File: src/rtl/alubcd_pkg.sv
// Package for the eight-bit ALU with decimal add/subtract.
// Holds the request/response types, operation codes, flag positions and helpers.
// No dependencies.
`timescale 1ns / 1ps
`default_nettype none

package alubcd_pkg;

	localparam logic [3:0] KIND_ADC  = 4'd0;
	localparam logic [3:0] KIND_SBC  = 4'd1;
	localparam logic [3:0] KIND_AND  = 4'd2;
	localparam logic [3:0] KIND_ORA  = 4'd3;
	localparam logic [3:0] KIND_EOR  = 4'd4;
	localparam logic [3:0] KIND_CMP  = 4'd5;
	localparam logic [3:0] KIND_BIT  = 4'd6;
	localparam logic [3:0] KIND_ASL  = 4'd7;
	localparam logic [3:0] KIND_LSR  = 4'd8;
	localparam logic [3:0] KIND_ROL  = 4'd9;
	localparam logic [3:0] KIND_ROR  = 4'd10;
	localparam logic [3:0] KIND_INC  = 4'd11;
	localparam logic [3:0] KIND_DEC  = 4'd12;
	localparam logic [3:0] KIND_LOAD = 4'd13;

	// status bit positions
	localparam int FL_C = 0;
	localparam int FL_Z = 1;
	localparam int FL_D = 3;
	localparam int FL_V = 6;
	localparam int FL_N = 7;

	localparam logic [3:0] DIGIT_MAX   = 4'd9;
	localparam logic [8:0] DEC_LIMIT   = 9'd99;
	localparam logic [8:0] DEC_ONE_H   = 9'd100;
	localparam logic [8:0] DEC_TWO_H   = 9'd200;
	localparam logic [8:0] DEC_THREE_H = 9'd300;
	// tens = (m * 205) >> 11 holds for m below 100
	localparam logic [14:0] TENS_RECIP = 15'd205;
	localparam int          TENS_SHIFT = 11;

	typedef struct packed {
		logic [3:0] kind;
		logic [7:0] register_value;
		logic [7:0] operand;
		logic [7:0] status_in;
	} alu_req_t;

	typedef struct packed {
		logic [7:0] result;
		logic [7:0] status_out;
	} alu_rsp_t;

	function automatic logic [7:0] set_nz(input logic [7:0] st, input logic [7:0] val);
		logic [7:0] s;
		s = st;
		s[FL_N] = val[7];
		s[FL_Z] = (val == 8'd0);
		return s;
	endfunction

	// lo + 10*hi, nibbles taken as they are
	function automatic logic [7:0] digit_weight(input logic [7:0] x);
		return 8'({x[7:4], 3'b000}) + 8'({x[7:4], 1'b0}) + 8'(x[3:0]);
	endfunction

	function automatic logic overflow(input logic [7:0] a, input logic [7:0] b,
			input logic [7:0] r);
		return (a[7] == b[7]) && (a[7] != r[7]);
	endfunction

endpackage

`default_nettype wire

File: src/rtl/eight_bit_alu_with_bcd.sv
// Top level of the eight-bit ALU with decimal add/subtract.
// Three-stage pipeline; uses types, codes and helpers from alubcd_pkg.
//
// Usage:
//   A request (req) is taken at any rising edge where start is high and
//   busy is low. busy is held low: a new request may enter every cycle.
//   The response (rsp) appears, through stage registers s1, s2 and s3,
//   on the cycle that done is high, for exactly one cycle; the receiver
//   cannot hold it off. Throughput is one request per cycle. The stages
//   are operand preparation (complement, digit weighting), the two adders
//   with the other operations, and decimal correction (mod 100, digit
//   split) with flag assembly. Requests leave in the order they entered.
//   Reset clears the stage valid bits; no response is pending afterwards.
//   Kinds 14 and 15 return register_value and the status unchanged.
`timescale 1ns / 1ps
`default_nettype none

module eight_bit_alu_with_bcd (
	input  wire logic                  clk,
	input  wire logic                  arst_n,
	input  wire logic                  start,
	output logic                       busy,
	input  wire alubcd_pkg::alu_req_t  req,
	output logic                       done,
	output alubcd_pkg::alu_rsp_t       rsp
);
	import alubcd_pkg::*;

	// stage 1: prepared operands
	logic       v_s1;
	logic [3:0] kind_s1;
	logic [7:0] a_s1, op_s1, b_s1, st_s1, av_s1, bv_s1;
	logic       cin_s1, dec_s1;

	// stage 2: sums and simple results
	logic       v_s2;
	logic [3:0] kind_s2;
	logic [7:0] a_s2, b_s2, st_s2, res_misc_s2, sto_misc_s2;
	logic [8:0] sum_bin_s2, sum_dec_s2;
	logic       dec_s2;

	// stage 3: response register
	logic       v_s3;
	alu_rsp_t   rsp_s3;

	logic       accept;
	assign busy   = 1'b0;
	assign accept = start && !busy;

	// ---- stage A: operand preparation
	logic       is_sub, is_cmp, is_dec;
	logic [3:0] lo_c, hi_c;
	logic [7:0] b_dec, b_bin;

	always_comb begin
		is_sub = (req.kind == KIND_SBC);
		is_cmp = (req.kind == KIND_CMP);
		is_dec = req.status_in[FL_D] && ((req.kind == KIND_ADC) || is_sub);
		lo_c   = is_sub ? 4'(DIGIT_MAX - req.operand[3:0]) : req.operand[3:0];
		hi_c   = is_sub ? 4'(DIGIT_MAX - req.operand[7:4]) : req.operand[7:4];
		b_dec  = {hi_c, lo_c};
		b_bin  = (is_sub || is_cmp) ? ~req.operand : req.operand;
	end

	always_ff @(posedge clk or negedge arst_n) begin
		if (!arst_n) begin
			v_s1 <= 1'b0;
		end else begin
			v_s1 <= accept;
		end
	end

	always_ff @(posedge clk) begin
		kind_s1 <= req.kind;
		a_s1    <= req.register_value;
		op_s1   <= req.operand;
		st_s1   <= req.status_in;
		b_s1    <= is_dec ? b_dec : b_bin;
		av_s1   <= digit_weight(req.register_value);
		bv_s1   <= digit_weight(b_dec);
		cin_s1  <= is_cmp ? 1'b1 : req.status_in[FL_C];
		dec_s1  <= is_dec;
	end

	// ---- stage B: adders and the non-arithmetic operations
	logic [7:0] res_misc, sto_misc;

	always_comb begin
		res_misc = a_s1;
		sto_misc = st_s1;
		unique case (kind_s1)
			KIND_AND: begin
				res_misc = a_s1 & op_s1;
				sto_misc = set_nz(st_s1, res_misc);
			end
			KIND_ORA: begin
				res_misc = a_s1 | op_s1;
				sto_misc = set_nz(st_s1, res_misc);
			end
			KIND_EOR: begin
				res_misc = a_s1 ^ op_s1;
				sto_misc = set_nz(st_s1, res_misc);
			end
			KIND_BIT: begin
				sto_misc       = st_s1;
				sto_misc[FL_Z] = ((a_s1 & op_s1) == 8'd0);
				sto_misc[FL_N] = op_s1[7];
				sto_misc[FL_V] = op_s1[6];
			end
			KIND_ASL, KIND_ROL: begin
				res_misc       = {op_s1[6:0], (kind_s1 == KIND_ROL) & st_s1[FL_C]};
				sto_misc       = set_nz(st_s1, res_misc);
				sto_misc[FL_C] = op_s1[7];
			end
			KIND_LSR, KIND_ROR: begin
				res_misc       = {(kind_s1 == KIND_ROR) & st_s1[FL_C], op_s1[7:1]};
				sto_misc       = set_nz(st_s1, res_misc);
				sto_misc[FL_C] = op_s1[0];
			end
			KIND_INC: begin
				res_misc = op_s1 + 8'd1;
				sto_misc = set_nz(st_s1, res_misc);
			end
			KIND_DEC: begin
				res_misc = op_s1 - 8'd1;
				sto_misc = set_nz(st_s1, res_misc);
			end
			KIND_LOAD: begin
				res_misc = op_s1;
				sto_misc = set_nz(st_s1, res_misc);
			end
			default: begin
				res_misc = a_s1;
				sto_misc = st_s1;
			end
		endcase
	end

	always_ff @(posedge clk or negedge arst_n) begin
		if (!arst_n) begin
			v_s2 <= 1'b0;
		end else begin
			v_s2 <= v_s1;
		end
	end

	always_ff @(posedge clk) begin
		kind_s2     <= kind_s1;
		a_s2        <= a_s1;
		b_s2        <= b_s1;
		st_s2       <= st_s1;
		dec_s2      <= dec_s1;
		sum_bin_s2  <= 9'(a_s1) + 9'(b_s1) + 9'(cin_s1);
		sum_dec_s2  <= 9'(av_s1) + 9'(bv_s1) + 9'(cin_s1);
		res_misc_s2 <= res_misc;
		sto_misc_s2 <= sto_misc;
	end

	// ---- stage C: decimal correction and flags
	logic [8:0]  m9;
	logic [6:0]  m;
	logic [14:0] tens_prod;
	logic [3:0]  tens, ones;
	logic [6:0]  ones_w;
	logic [7:0]  add_r, sto_add;
	logic        add_c;
	alu_rsp_t    rsp_c;

	always_comb begin
		// decimal sum is at most 331
		priority if (sum_dec_s2 >= DEC_THREE_H) begin
			m9 = sum_dec_s2 - DEC_THREE_H;
		end else if (sum_dec_s2 >= DEC_TWO_H) begin
			m9 = sum_dec_s2 - DEC_TWO_H;
		end else if (sum_dec_s2 >= DEC_ONE_H) begin
			m9 = sum_dec_s2 - DEC_ONE_H;
		end else begin
			m9 = sum_dec_s2;
		end
		m         = m9[6:0];
		tens_prod = 15'(m) * TENS_RECIP;
		tens      = tens_prod[TENS_SHIFT +: 4];
		ones_w    = m - 7'({tens, 3'b000}) - 7'({tens, 1'b0});
		ones      = ones_w[3:0];

		add_r = dec_s2 ? {tens, ones} : sum_bin_s2[7:0];
		add_c = dec_s2 ? (sum_dec_s2 > DEC_LIMIT) : sum_bin_s2[8];
		sto_add       = set_nz(st_s2, add_r);
		sto_add[FL_C] = add_c;
		sto_add[FL_V] = overflow(a_s2, b_s2, add_r);

		rsp_c.result     = res_misc_s2;
		rsp_c.status_out = sto_misc_s2;
		if ((kind_s2 == KIND_ADC) || (kind_s2 == KIND_SBC)) begin
			rsp_c.result     = add_r;
			rsp_c.status_out = sto_add;
		end else if (kind_s2 == KIND_CMP) begin
			rsp_c.result           = a_s2;
			rsp_c.status_out       = set_nz(st_s2, sum_bin_s2[7:0]);
			rsp_c.status_out[FL_C] = sum_bin_s2[8];
		end
	end

	always_ff @(posedge clk or negedge arst_n) begin
		if (!arst_n) begin
			v_s3 <= 1'b0;
		end else begin
			v_s3 <= v_s2;
		end
	end

	always_ff @(posedge clk) begin
		rsp_s3 <= rsp_c;
	end

	assign done = v_s3;
	assign rsp  = rsp_s3;

	// ---- checks
	a_latency: assert property (@(posedge clk) disable iff (!arst_n)
		accept |-> ##3 done)
		else $error("accepted request did not complete after three cycles");

	a_bcd_digits: assert property (@(posedge clk) disable iff (!arst_n)
		(v_s2 && dec_s2) |=> ((rsp.result[3:0] <= DIGIT_MAX) && (rsp.result[7:4] <= DIGIT_MAX)))
		else $error("decimal result holds a non-BCD digit");

	a_cmp_keeps_reg: assert property (@(posedge clk) disable iff (!arst_n)
		(v_s2 && (kind_s2 == KIND_CMP)) |=> (rsp.result == $past(a_s2)))
		else $error("compare changed the register value");

	a_d_flag: assert property (@(posedge clk) disable iff (!arst_n)
		v_s2 |=> (rsp.status_out[FL_D] == $past(st_s2[FL_D])))
		else $error("decimal flag altered");

endmodule

`default_nettype wire
File: config.mk
export PLATFORM = sky130hd
export DESIGN_NAME = eight_bit_alu_with_bcd
export DESIGN_NICKNAME = d
export VERILOG_FILES = /design/src/rtl/alubcd_pkg.sv /design/src/rtl/eight_bit_alu_with_bcd.sv
export SDC_FILE = /design/constraint.sdc
export NUM_CORES = 1
export LEC_CHECK = 0
export ABC_AREA = 0
export BUFFER_PORTS_ARGS = -buffer_cell sky130_fd_sc_hd__buf_4
export CAP_MARGIN = 20
export CORE_MARGIN = 2
export CORE_UTILIZATION = 57
export CTS_BUF_LIST = sky130_fd_sc_hd__clkbuf_2 sky130_fd_sc_hd__clkbuf_4 sky130_fd_sc_hd__clkbuf_8
export DETAILED_ROUTE_END_ITERATION = 7
export HOLD_SLACK_MARGIN = 0.08
export PLACE_DENSITY = 0.79
export SYNTH_ARGS = -nofsm -noshare
export SYNTH_HDL_FRONTEND = slang
export SYNTH_SLANG_ARGS = --single-unit
export TNS_END_PERCENT = 50
File: constraint.sdc
create_clock -name clk -period 6.25 [get_ports clk]
set_input_delay 1.25 -clock clk [delete_from_list [all_inputs] [get_ports clk]]
set_output_delay 1.25 -clock clk [all_outputs]
set_load 0.01 [all_outputs]
==> results of run 1 <==
-- final timing paths --
path / end / slack (ps) / startpoint
max in group asynchronous: v_s1 / 5580 / arst_n
min in group asynchronous: v_s2 / 580 / arst_n
min: sto_misc_s2[5] / 330 / st_s1[5]
max: rsp[11] / -40 / sum_dec_s2[3]
max reg2reg: rsp[11] / -40 / sum_dec_s2[3]
min reg2reg: sto_misc_s2[5] / 330 / st_s1[5]
-- metal layers --
layer	vias up	wire length, microns	track usage (%)
li1	2782	-	-
met1	2706	7520	35.1
met2	243	8360	46.5
met3	46	1190	7.15
met4	0	447	9.67
met5	-	0	0
-- timing repair --
action,in CTS,in global routing
buffers inserted,20,3
cloned,0,0
pin swaps,30,39
endpoints found under the setup margin,2,3
hold buffers,0,0
gates resized for setup,30,28
-- kinds of logic after synthesis --
logic type      count (synthesis)  synth area share, %
compound gates                191                 19.1
simple gates                  159                 12.2
flops                         121                 35.2
fa+ha+maj                     112                 22.0
buf+inv                        92                 5.55
xor+xnor                       42                 5.32
mux                             4                0.597
other cells                     1               0.0542
-- final cells by class --
| type | count | area [sq um] | area share, % |
|---|---|---|---|
| clock inverters | 15 | 180 | 2.12 |
| inverters | 60 | 230 | 2.71 |
| repair buffers | 107 | 811 | 9.54 |
| well taps | 147 | 184 | 2.16 |
| flip-flops and latches | 121 | 2440 | 28.7 |
| multi-input cells | 509 | 4410 | 52.0 |
| clock buffers | 17 | 234 | 2.75 |
-- state kept, by name, summed over array words and instances, names as in the netlist, 4 cells and up --
name and cells:
av_s1 8, res_misc_s2 8, sum_bin_s2 9, rsp 16, sto_misc_s2 8, bv_s1 8, kind_s1 4, kind_s2 4
sum_dec_s2 9, a_s1 7, b_s1 8, op_s1 8, st_s1 8, a_s2 8
-- per-stage QoR --
stage	setup slack, ps	util, %	hold slack (ps)
global placement	-21.6	63.9	310
CTS	-5.66	70.0	333
floorplan	4.56	-	310
finish	-44.7	71.3	332
global route	-253	71.3	338
detailed placement	-225	63.9	312
-- worst reg2reg max path, stage by stage (launching register included) --
cell and delay, ps:
dfxtp_4 380, ha_4 150, and3_4 130, a221o_2 440
nor2_2 150, a221oi_2 80, a21oi_2 220, xor2_2 260
ha_4 250, fa_1 430, ha_1 310, inv_2 40
fa_1 520, inv_2 50, ha_4 210, a21o_1 170
a221o_1 350, a21o_2 220, inv_2 60, and2_4 160
xnor2_2 70, ha_2 200, xnor2_2 130, xnor2_1 140
or3_4 390, a2111oi_4 340, nor3_2 80, a221o_1 260
-- cell usage after synthesis (7+ instances only) --
cell | number | area, sq um
nor2b_1 | 11 | 68.8
a31oi_1 | 8 | 50.1
and2_1 | 8 | 50.1
xor2_1 | 17 | 149
a21oi_1 | 34 | 170
nand2_1 | 29 | 109
fa_1 | 16 | 320
nor3_1 | 20 | 100
xnor2_1 | 25 | 219
a221oi_1 | 13 | 114
inv_1 | 59 | 221
nand3_1 | 14 | 70.1
a22oi_1 | 25 | 188
o22ai_1 | 7 | 43.8
nor4_1 | 8 | 50.1
a21o_1 | 16 | 120
ha_1 | 96 | 1200
clkbuf_1 | 24 | 90.1
o21ai_0 | 37 | 185
nor2_1 | 34 | 128
dfxtp_1 | 118 | 2360
-- cells in the final DEF (no fill, tap or decap), drive strengths merged, types with 4 or more instances in the layout --
cell / n
dfxtp: 118
buf: 107
ha: 96
inv: 69
o21ai: 39
nor2: 34
a21oi: 34
nand2: 29
a22oi: 25
xnor2: 25
nor3: 21
a21o: 18
clkbuf: 17
xor2: 17
fa: 16
nand3: 14
a221oi: 13
nor2b: 11
nor4: 9
and2: 8
a31oi: 8
o22ai: 7
or3: 7
nand4: 6
nand2b: 6
a221o: 6
and3: 6
o21bai: 5
o21a: 5
o31ai: 5
and4: 4
==> results.md, run 1 <==
Synthesis:
- During synthesis, Yosys emitted a total of 0 warnings.
- The leading register cell type out of synthesis is dfxtp_1.
- After synthesis, flip-flops and latches occupy 35.2% of the total area.
- The netlist area before placement is 0.00692 sq mm.
- In this run, synthesis produced a sequential element count of 121.
- Yosys mapped a number of flops with a built-in enable equal to 0.
- The count of mapped cells out of synthesis is 722.
- The average footprint of a synthesized cell is 9.58 sq um.
- After synthesis, the share of flip-flops with an asynchronous set or reset is 2.48%.
- When the netlist entered floorplanning its net count stood at 865.
- The count of different cell masters after synthesis is 64.

Setup path:
- The worst endpoint data arrival time is 6620 ps.
- The cell type of the slowest stage on the worst timing path is fa_1.
- The startpoint type of the worst setup path is a register.
- The largest incremental delay on the critical path is 520 ps.
- The number of cells on the worst reg-to-reg path is 27.
- Of all nets on the critical path, the largest fanout is 7.
- The worst setup path is captured at a register.
- The critical path contains buffers and inverters numbering 3 combined.
- The category of the critical setup timing path is reg -> reg.
- On the critical path the largest part of the delay comes from adder cells.
- The critical path data required time is 6580 ps.
- In this run the number of cells on the critical path is 27.

STA:
- Of the available clock period, the critical path in the final layout requires 101%.
- Setup repair after global routing could not meet its margin everywhere.
- The total count of hold-check failures in the final report is 0.
- The peak clock frequency supported by timing is 0.159 GHz.
- The worst-case headroom to the max-slew limit is 36.3%.
- The final setup TNS is -44.7 ps.
- The shortest period the worst path allows is 6290 ps.
- For the pin with the worst max-slew slack, the measured transition is 948 ps.
- In the post-route analysis, the smallest setup slack over all paths is -44.7 ps.
- Setup violations remaining at the end of the flow were counted as 1.
- The clock arrives with 10.3 ps of skew.
- The number of max-slew violations in the final report is 0.

Cells and area:
- The number of inserted diodes is 0.
- The number of standard cells in the final layout excluding fillers is 976.
- The final-layout fill cell count is 875.
- The post-route standard cell area excluding fillers is 0.00850 sq mm.
- Of the cells placed in the final design, the portion with a size suffix greater than 1 is 25.2%.
- The net count of the finished layout is 959.
- From synthesis to final layout, the design area changed by 22.8%.

Floorplan:
- From bottom edge to top edge, the die measures 114 microns.
- After floorplanning, the core was divided into 40 placement rows.
- The region available for standard cell placement spans 0.0119 sq mm.
- The effective utilization at floorplan is 58.1%.
- The die is 114 microns wide.
- Pin placement for this block handled 49 I/O pins.
- The die covers 0.0130 sq mm.

Outcome:
- The run finished, with violations left.
- The checks that failed: setup timing.

Clock network:
- After clock tree synthesis, the clock-pin slew on the worst setup and hold paths is 80 ps.
- TritonCTS built the clock tree.
- The CTS sink count is 121.
- The H-tree was split into 4 levels.
- The buffer levels on the longest clock path is 2.
- The buffer type at the clock tree root is clkbuf_8.
- The insertion delay of the later-clocked pin in the worst-skew pair is 440 ps.
- Counting the buffers created by CTS gives 17.

Global routing:
- The total overflow left after global routing is 0.
- Entering global routing, the biggest net connects 20 pins.
- The first global-routing pass estimated 28300 microns of wire.
- The global router's overall resource usage is 27.9%.
- The number of antenna violations at the first check in global routing is 0.
- The via count of the first global-routing pass came to 5831.

Drt:
- The via count is 5777.
- The first detailed-routing pass took 5 iterations.
- After detailed routing, the average wire length per cell comes to 17.9 microns.
- For this run, design rule violations remaining after detail routing come to 0.
- The detailed-route wire length is 17500 microns.
- In this run, the number of DRC markers left after iteration 0 of detailed routing was 451.
- The ratio of routed vias to standard cells is 5.92.
- In this run the remaining antenna-violating nets after routing total 0.

Placement:
- Routability-driven placement finished with a final weighted congestion of 0.996.
- The count of input and output buffers is 47.
- The number of placed instances with taps included is 921.
- The sum of net half-perimeters after detailed placement is 13000 microns.
- The placed standard-cell area is 0.00761 sq mm.

Flow run:
- The tool flagged a number of max-cap violations equal to 0.

Worst hold path:
- The hold path depth is 0.
- The classification of the worst-slack hold path is reg -> reg.
Power of run 1 is left out: the tool's default activity adds up to more than one toggle a clock period on the data nets, which glitch-free logic cannot reach.
==> run 2, diff against run 1 <==
--- a/config.mk
+++ b/config.mk
@@ -13,6 +13,7 @@
 export CTS_BUF_LIST = sky130_fd_sc_hd__clkbuf_2 sky130_fd_sc_hd__clkbuf_4 sky130_fd_sc_hd__clkbuf_8
 export DETAILED_ROUTE_END_ITERATION = 7
 export HOLD_SLACK_MARGIN = 0.08
+export MAX_ROUTING_LAYER = met4
 export PLACE_DENSITY = 0.79
 export SYNTH_ARGS = -nofsm -noshare
 export SYNTH_HDL_FRONTEND = slang
==> constraint.sdc (replaced) <==
create_clock -name clk -period 6.25 [get_ports clk]
set_input_delay 1.25 -clock clk [delete_from_list [all_inputs] [get_ports clk]]
set_output_delay 1.25 -clock clk [all_outputs]
set_load 0.005 [all_outputs]
==> run 2 against run 1 <==
The flow still finishes with violations (setup timing); wire length down 1.6%; count of clock-buffer cells in the layout up 1; sequential share of layout area up 0.55 points; utilization down 1.3 points; register-to-register slack worse by 20 ps; die area unchanged; global-route usage up 0.65 points.
==> results.md, run 2 (synthesis results as in run 1) <==
Cells and area:
- Of the cells placed in the final design, the portion with a size suffix greater than 1 is 23.2%.
- The register with the most flip-flops in the layout has 16 of them.
- The post-route standard cell area excluding fillers is 0.00834 sq mm.
- The post-synthesis to final-layout area growth is 20.5%.
- The top cell types in the final layout, fill and taps aside, are 116 x dfxtp_1, 97 x buf_4, 83 x ha_1, 52 x inv_1, 35 x o21ai_0.
- The number of inserted diodes is 0.
- The library cell used most frequently in the layout, excluding fill and tap cells, is dfxtp_1.
- The count of nets after finishing is 950.
- The filler cells instantiated in the layout total 898.
- In the final layout, the multi-input gates occupy 0.00435 sq mm.
- The total area of sequential cells is 0.00244 sq mm.

Setup path:
- Across all register-to-register paths, the minimum setup slack is -70 ps.
- The startpoint type of the worst setup path is a register.
- Along the worst path, the maximum fanout reaches 8.
- For the worst setup path, the data arrival time is 6640 ps.
- The worst setup path is of the reg -> reg kind.
- The largest incremental delay on the critical path is 490 ps.
- The slowest stage of the critical path belongs to the cell fa_1.
- The cell type group with the largest total delay on the critical path is compound AO/OA/AOI/OAI gates.
- The reg-to-reg critical path startpoint is sum_dec_s2[2].
- For the worst setup path, the data required time is 6570 ps.
- Measured in cells, the most critical reg-to-reg path has a length of 28.
- The combined buffer and inverter count along the critical path is 3.
- The worst register-to-register path ends at rsp[11].
- The type of destination of the critical path is a register.

Worst hold path:
- The hold path depth is 0.
- The endpoint with the worst hold slack is sto_misc_s2[2].
- In this run the worst hold path is classified as reg -> reg.
- The startpoint identified for the worst hold timing path is st_s1[2].

STA:
- The maximum clock skew at final layout is 7.62 ps.
- The portion of the clock cycle consumed by the worst path in the final layout is 101%.
- The worst-case headroom to the max-slew limit is 34.1%.
- Setup repair after global routing could not meet its margin everywhere.
- The total count of hold-check failures in the final report is 0.
- The worst hold slack after final layout is 329 ps.
- The post-layout worst setup margin is -67.7 ps.
- The number of max-slew violations in the final report is 0.
- Summed over all failing endpoints, the final setup total negative slack is -78.5 ps.
- Setup violations remaining at the end of the flow were counted as 2.
- For this run, the top clock speed supported by timing is 0.158 GHz.
- The slew at the pin closest to its max-slew limit is 981 ps.
- For the finished layout, the period the worst path requires is 6320 ps.

Flow run:
- The number of max-cap violations is 0.

Outcome:
- The final reports fail on setup timing.
- The flow ran to the end, but the final reports show violations.

Floorplan:
- The effective utilization at floorplan is 58.1%.
- In this run the vertical extent of the chip is 114 microns.
- Measured along the x axis, the die boundary spans 114 microns.
- 49 I/O pins were placed.
- The core footprint is 0.0119 sq mm.
- The cell row count is 40.
- The floorplan step defined a die boundary enclosing 0.0130 sq mm.

Placement:
- Port buffering added 47 buffers.
- The sum of net half-perimeters after detailed placement is 13300 microns.
- The placed standard-cell area is 0.00760 sq mm.
- The routability congestion estimate is 0.985.

Clock network:
- Clock-pin slew was measured on the worst setup and hold paths at 70 ps.
- The clock drives 121 sinks.
- The hold buffer count at CTS is 0.
- The insertion delay of the later-clocked pin in the worst-skew pair is 430 ps.
- The CTS buffer count is 17.
- The H-tree was split into 4 levels.
- The tree is rooted in a clkbuf_8.
- The clock passes through at most 2 buffers.
- TritonCTS built the clock tree.

Drt:
- The detail-routed net length per standard cell is 17.8 microns.
- The number of remaining DRC errors is 0.
- The first routing iteration left 480 violations.
- Detailed routing inserted a total of 5732 vias.
- The routed design has 17200 microns of wire.
- In the routed layout, each cell is associated on average with a via count of 5.93.
- The detail route stage leaves a number of antenna-violating nets equal to 0.
- The total iterations of the first detailed-routing run is 5.

Global routing:
- The via count of the first global-routing pass is 5779.
- The residual overflow from global routing is 0.
- Global routing used 28.5% of the available tracks.
- The number of antenna violations at the first check in global routing is 0.
- The wire length of the first global-routing pass is 28200 microns.
- Entering global routing, the biggest net connects 20 pins.
==> run 2: layout make-up <==
cell class / count / area share, %
Clock buffer: 18 / 2.97
Clock inverter: 14 / 1.77
Inverter: 60 / 2.70
Multi-Input combinational cell: 509 / 52.2
Sequential cell: 121 / 29.3
Tap cell: 147 / 2.21
Timing Repair Buffer: 98 / 8.87
==> run 2: metrics by stage <==
| stage | worst slack (ps) | cells | util, % |
|---|---|---|---|
| 2_1_floorplan | 4.56 | 722 | - |
| 3_3_place_gp | -11.4 | 920 | 63.8 |
| 3_5_place_dp | -265 | 920 | 63.8 |
| 4_1_cts | -32.9 | 963 | 68.7 |
| 5_1_grt | -256 | 967 | 70.0 |
| 6_report | -67.7 | 967 | 70.0 |
==> run 2: what timing repair did <==
item,in CTS,in global routing
setup endpoints to repair,2,2
resized for setup,20,20
gates cloned,0,0
endpoints found under the hold margin,0,0
setup buffers,11,4
pin swaps,34,25
==> run 2: layer usage <==
layer / vias up / track usage, % / part of all wire, %
met1: 2701 / 35.3 / 44
met4: 0 / 11.1 / 2.2
met5: - / - / 0
met3: 37 / 5.40 / 6.2
li1: 2762 / - / -
met2: 232 / 46.3 / 48
==> run 2: worst max-delay path by stage <==
stage                          to     startpoint  slack [ps]  depth (start not counted)
after global placement    rsp[11]  sum_dec_s2[3]         -10                         27
after floorplan           rsp[11]  sum_dec_s2[4]           5                         29
after detailed placement  rsp[11]  sum_dec_s2[3]        -270                         28
after CTS                 rsp[11]  sum_dec_s2[2]         -30                         28
after global routing      rsp[11]  sum_dec_s2[2]        -260                         28
final                     rsp[11]  sum_dec_s2[2]         -70                         28
Power of run 2 is left out for the same reason.
==> run 3, diff against run 2 <==
--- a/config.mk
+++ b/config.mk
@@ -6,15 +6,15 @@
 export NUM_CORES = 1
 export LEC_CHECK = 0
 export ABC_AREA = 0
-export BUFFER_PORTS_ARGS = -buffer_cell sky130_fd_sc_hd__buf_4
 export CAP_MARGIN = 20
 export CORE_MARGIN = 2
-export CORE_UTILIZATION = 57
+export CORE_UTILIZATION = 65
 export CTS_BUF_LIST = sky130_fd_sc_hd__clkbuf_2 sky130_fd_sc_hd__clkbuf_4 sky130_fd_sc_hd__clkbuf_8
 export DETAILED_ROUTE_END_ITERATION = 7
+export DONT_BUFFER_PORTS = 1
 export HOLD_SLACK_MARGIN = 0.08
 export MAX_ROUTING_LAYER = met4
-export PLACE_DENSITY = 0.79
+export PLACE_DENSITY = 0.81
 export SYNTH_ARGS = -nofsm -noshare
 export SYNTH_HDL_FRONTEND = slang
 export SYNTH_SLANG_ARGS = --single-unit
==> constraint.sdc (replaced) <==
create_clock -name clk -period 6 [get_ports clk]
set_input_delay 1.2 -clock clk [delete_from_list [all_inputs] [get_ports clk]]
set_output_delay 1.2 -clock clk [all_outputs]
set_load 0.005 [all_outputs]
==> run 3 against run 2 <==
The flow still finishes with violations (setup timing); via count grew 0.35%; final area fell by 2.7%; global-route usage increased by 4.8 points; largest cell class unchanged.
==> results.md, run 3 (synthesis results as in run 1) <==
Setup path:
- The cell type of the slowest stage on the worst timing path is fa_1.
- On the critical path the largest part of the delay comes from compound AO/OA/AOI/OAI gates.
- The startpoint type of the worst setup path is a register.
- The slack of the worst reg-to-reg path is -440 ps.
- The critical path is of the reg -> reg type.
- The number of cells on the worst reg-to-reg path is 30.
- The largest fanout on the critical path is 5.
- The largest single stage delay on the critical path is 570 ps.
- For the worst setup path, the data arrival time is 6780 ps.
- The combined buffer and inverter count along the critical path is 5.
- At the worst endpoint, the required time is 6340 ps.
- The capture point of the worst reg-to-reg path is rsp[1].
- The reg-to-reg critical path startpoint is sum_dec_s2[2].
- The type of destination of the critical path is a register.

Drt:
- The total iterations of the first detailed-routing run is 5.
- The via count is 5752.
- The ratio of routed vias to standard cells is 6.27.
- The detailed router finished its first iteration with 483 violations.
- For this run, design rule violations remaining after detail routing come to 0.
- The detail route stage leaves a number of antenna-violating nets equal to 0.
- The detail-routed net length per standard cell is 20.1 microns.
- After detailed routing, the total wire length is 18500 microns.

Floorplan:
- The core footprint is 0.0103 sq mm.
- For this configuration, the core starts out at a cell density of 67.0%.
- Measured along the y axis, the die boundary spans 107 microns.
- The die area is 0.0115 sq mm.
- Pin placement for this block handled 49 I/O pins.
- After floorplanning, the core was divided into 37 placement rows.
- The floorplan step set the die width to 107 microns.

STA:
- Derived from the worst setup path, the maximum achievable clock frequency is 0.155 GHz.
- The portion of the clock cycle consumed by the worst path in the final layout is 107%.
- The worst-case headroom to the max-slew limit is 35.0%.
- The shortest period the worst path allows is 6440 ps.
- The slew at the pin closest to its max-slew limit is 968 ps.
- Setup violations remaining at the end of the flow were counted as 2.
- The post-layout worst setup margin is -437 ps.
- Between clock sinks in the finished design, the worst skew comes to 10.3 ps.
- Setup repair after global routing could not meet its margin everywhere.
- The total count of hold-check failures in the final report is 0.
- The number of max-slew violations in the final report is 0.

Global routing:
- Across every metal layer, demand over resource in global routing totals 33.3%.
- The maximum number of pins on one net before global-route repair is 20.
- The via count of the first global-routing pass is 5721.
- For this run the aggregate overflow at the end of global routing stands at 0.
- The number of antenna violations at the first check in global routing is 0.
- The wire length of the first global-routing pass is 28600 microns.

Placement:
- In this run the tool buffered the top-level ports with 0 buffer cells.
- The minimum setup slack after placement is -413 ps.
- The HPWL after detailed placement is 13400 microns.
- The congestion estimate from routability-driven global placement came to 0.933.

Clock network:
- The clock passes through at most 2 buffers.
- The tree is rooted in a clkbuf_8.
- The CTS sink count is 121.
- The later pin in the worst-skew pair is clocked with a latency of 430 ps.
- For this design, the CTS-stage hold fixing added 0 buffers.
- TritonCTS built the clock tree.
- The clock slew at the register clock pins of the worst setup and hold paths is 70 ps.
- Counting the buffers created by CTS gives 17.
- The clock tree synthesis step divided the H-tree into 4 levels.

Cells and area:
- The combined area of the multi-input logic cells is 0.00438 sq mm.
- The final-layout fill cell count is 664.
- Leaving out fill and tap cells, the most frequent cell in the layout is dfxtp_1.
- The library cells used most frequently in the layout, excluding fill and tap cells, are 115 x dfxtp_1, 82 x ha_1, 59 x buf_4, 50 x inv_1, 35 x o21ai_0.
- From synthesis to final layout, the design area changed by 17.2%.
- The number of flip-flops in the largest register is 16.
- The count of nets after finishing is 912.
- The total area of sequential cells is 0.00245 sq mm.
- The layout cell share with drive strength beyond 1 is 19.9%.
- The core occupancy in the finished layout is 78.6%.
- The number of inserted diodes is 0.

Outcome:
- The flow ran to the end, but the final reports show violations.
- The checks that failed: setup timing.

Worst hold path:
- The endpoint with the worst hold slack is rsp[4].
- The classification of the worst-slack hold path is reg -> reg.
- The startpoint of the tightest hold check path is sto_misc_s2[4].
- The hold path depth is 0.

Flow run:
- The number of max-cap violations is 0.
-- run 3: final cells by class --
class,instances,share of cell area [%]
inverter,60,2.90
multi-input combinational,510,54.0
timing repair buffer,59,5.46
clock inverter,14,2.41
sequential,121,30.2
tap,136,2.10
clock buffer,18,2.98
-- run 3: worst register-to-register path, delay by kind of cell (launching register included) --
family | cells | cell delay (ps)
adders and majority gates | 7 | 1750
AOI/OAI and AO/OA | 8 | 1950
xor gates and xnor gates | 4 | 480
and+or+nand+nor | 6 | 1240
DFF | 1 | 370
buffers and inverters | 5 | 590
-- run 3: timing repair --
item	4_1_cts	5_1_grt
endpoints found under the setup margin	2	3
resized for setup	21	16
buffers inserted	9	6
cloned	1	0
pin swaps	28	18
-- run 3: worst max path at each step --
stage / to / cells past startpoint / slack [ps] / start
final: rsp[1] / 30 / -440 / sum_dec_s2[2]
after global routing: rsp[1] / 30 / -600 / sum_dec_s2[2]
after CTS: rsp[1] / 28 / -260 / sum_dec_s2[2]
after detailed placement: rsp[11] / 28 / -410 / sum_dec_s2[3]
after global placement: rsp[11] / 28 / -180 / sum_dec_s2[3]
after floorplan: rsp[11] / 29 / -140 / sum_dec_s2[2]
-- run 3: layer usage --
metal  up-vias  share of wire, %  GRT usage, %
met3        54               9.3          11.2
met4         0               2.3          9.09
met5         -                 0             -
li1       2687                 -             -
met2       304                47          52.4
met1      2707                42          41.2
-- run 3: metrics by stage --
step	hold slack [ps]	TNS (ps)	instances	area, sq um
floorplan	310	-139	722	7010
global placement	311	-212	871	7350
detailed placement	315	-670	871	7350
CTS	328	-518	912	7960
global route	328	-1160	918	8110
finish	330	-832	918	8110
Power of run 3 is left out for the same reason.
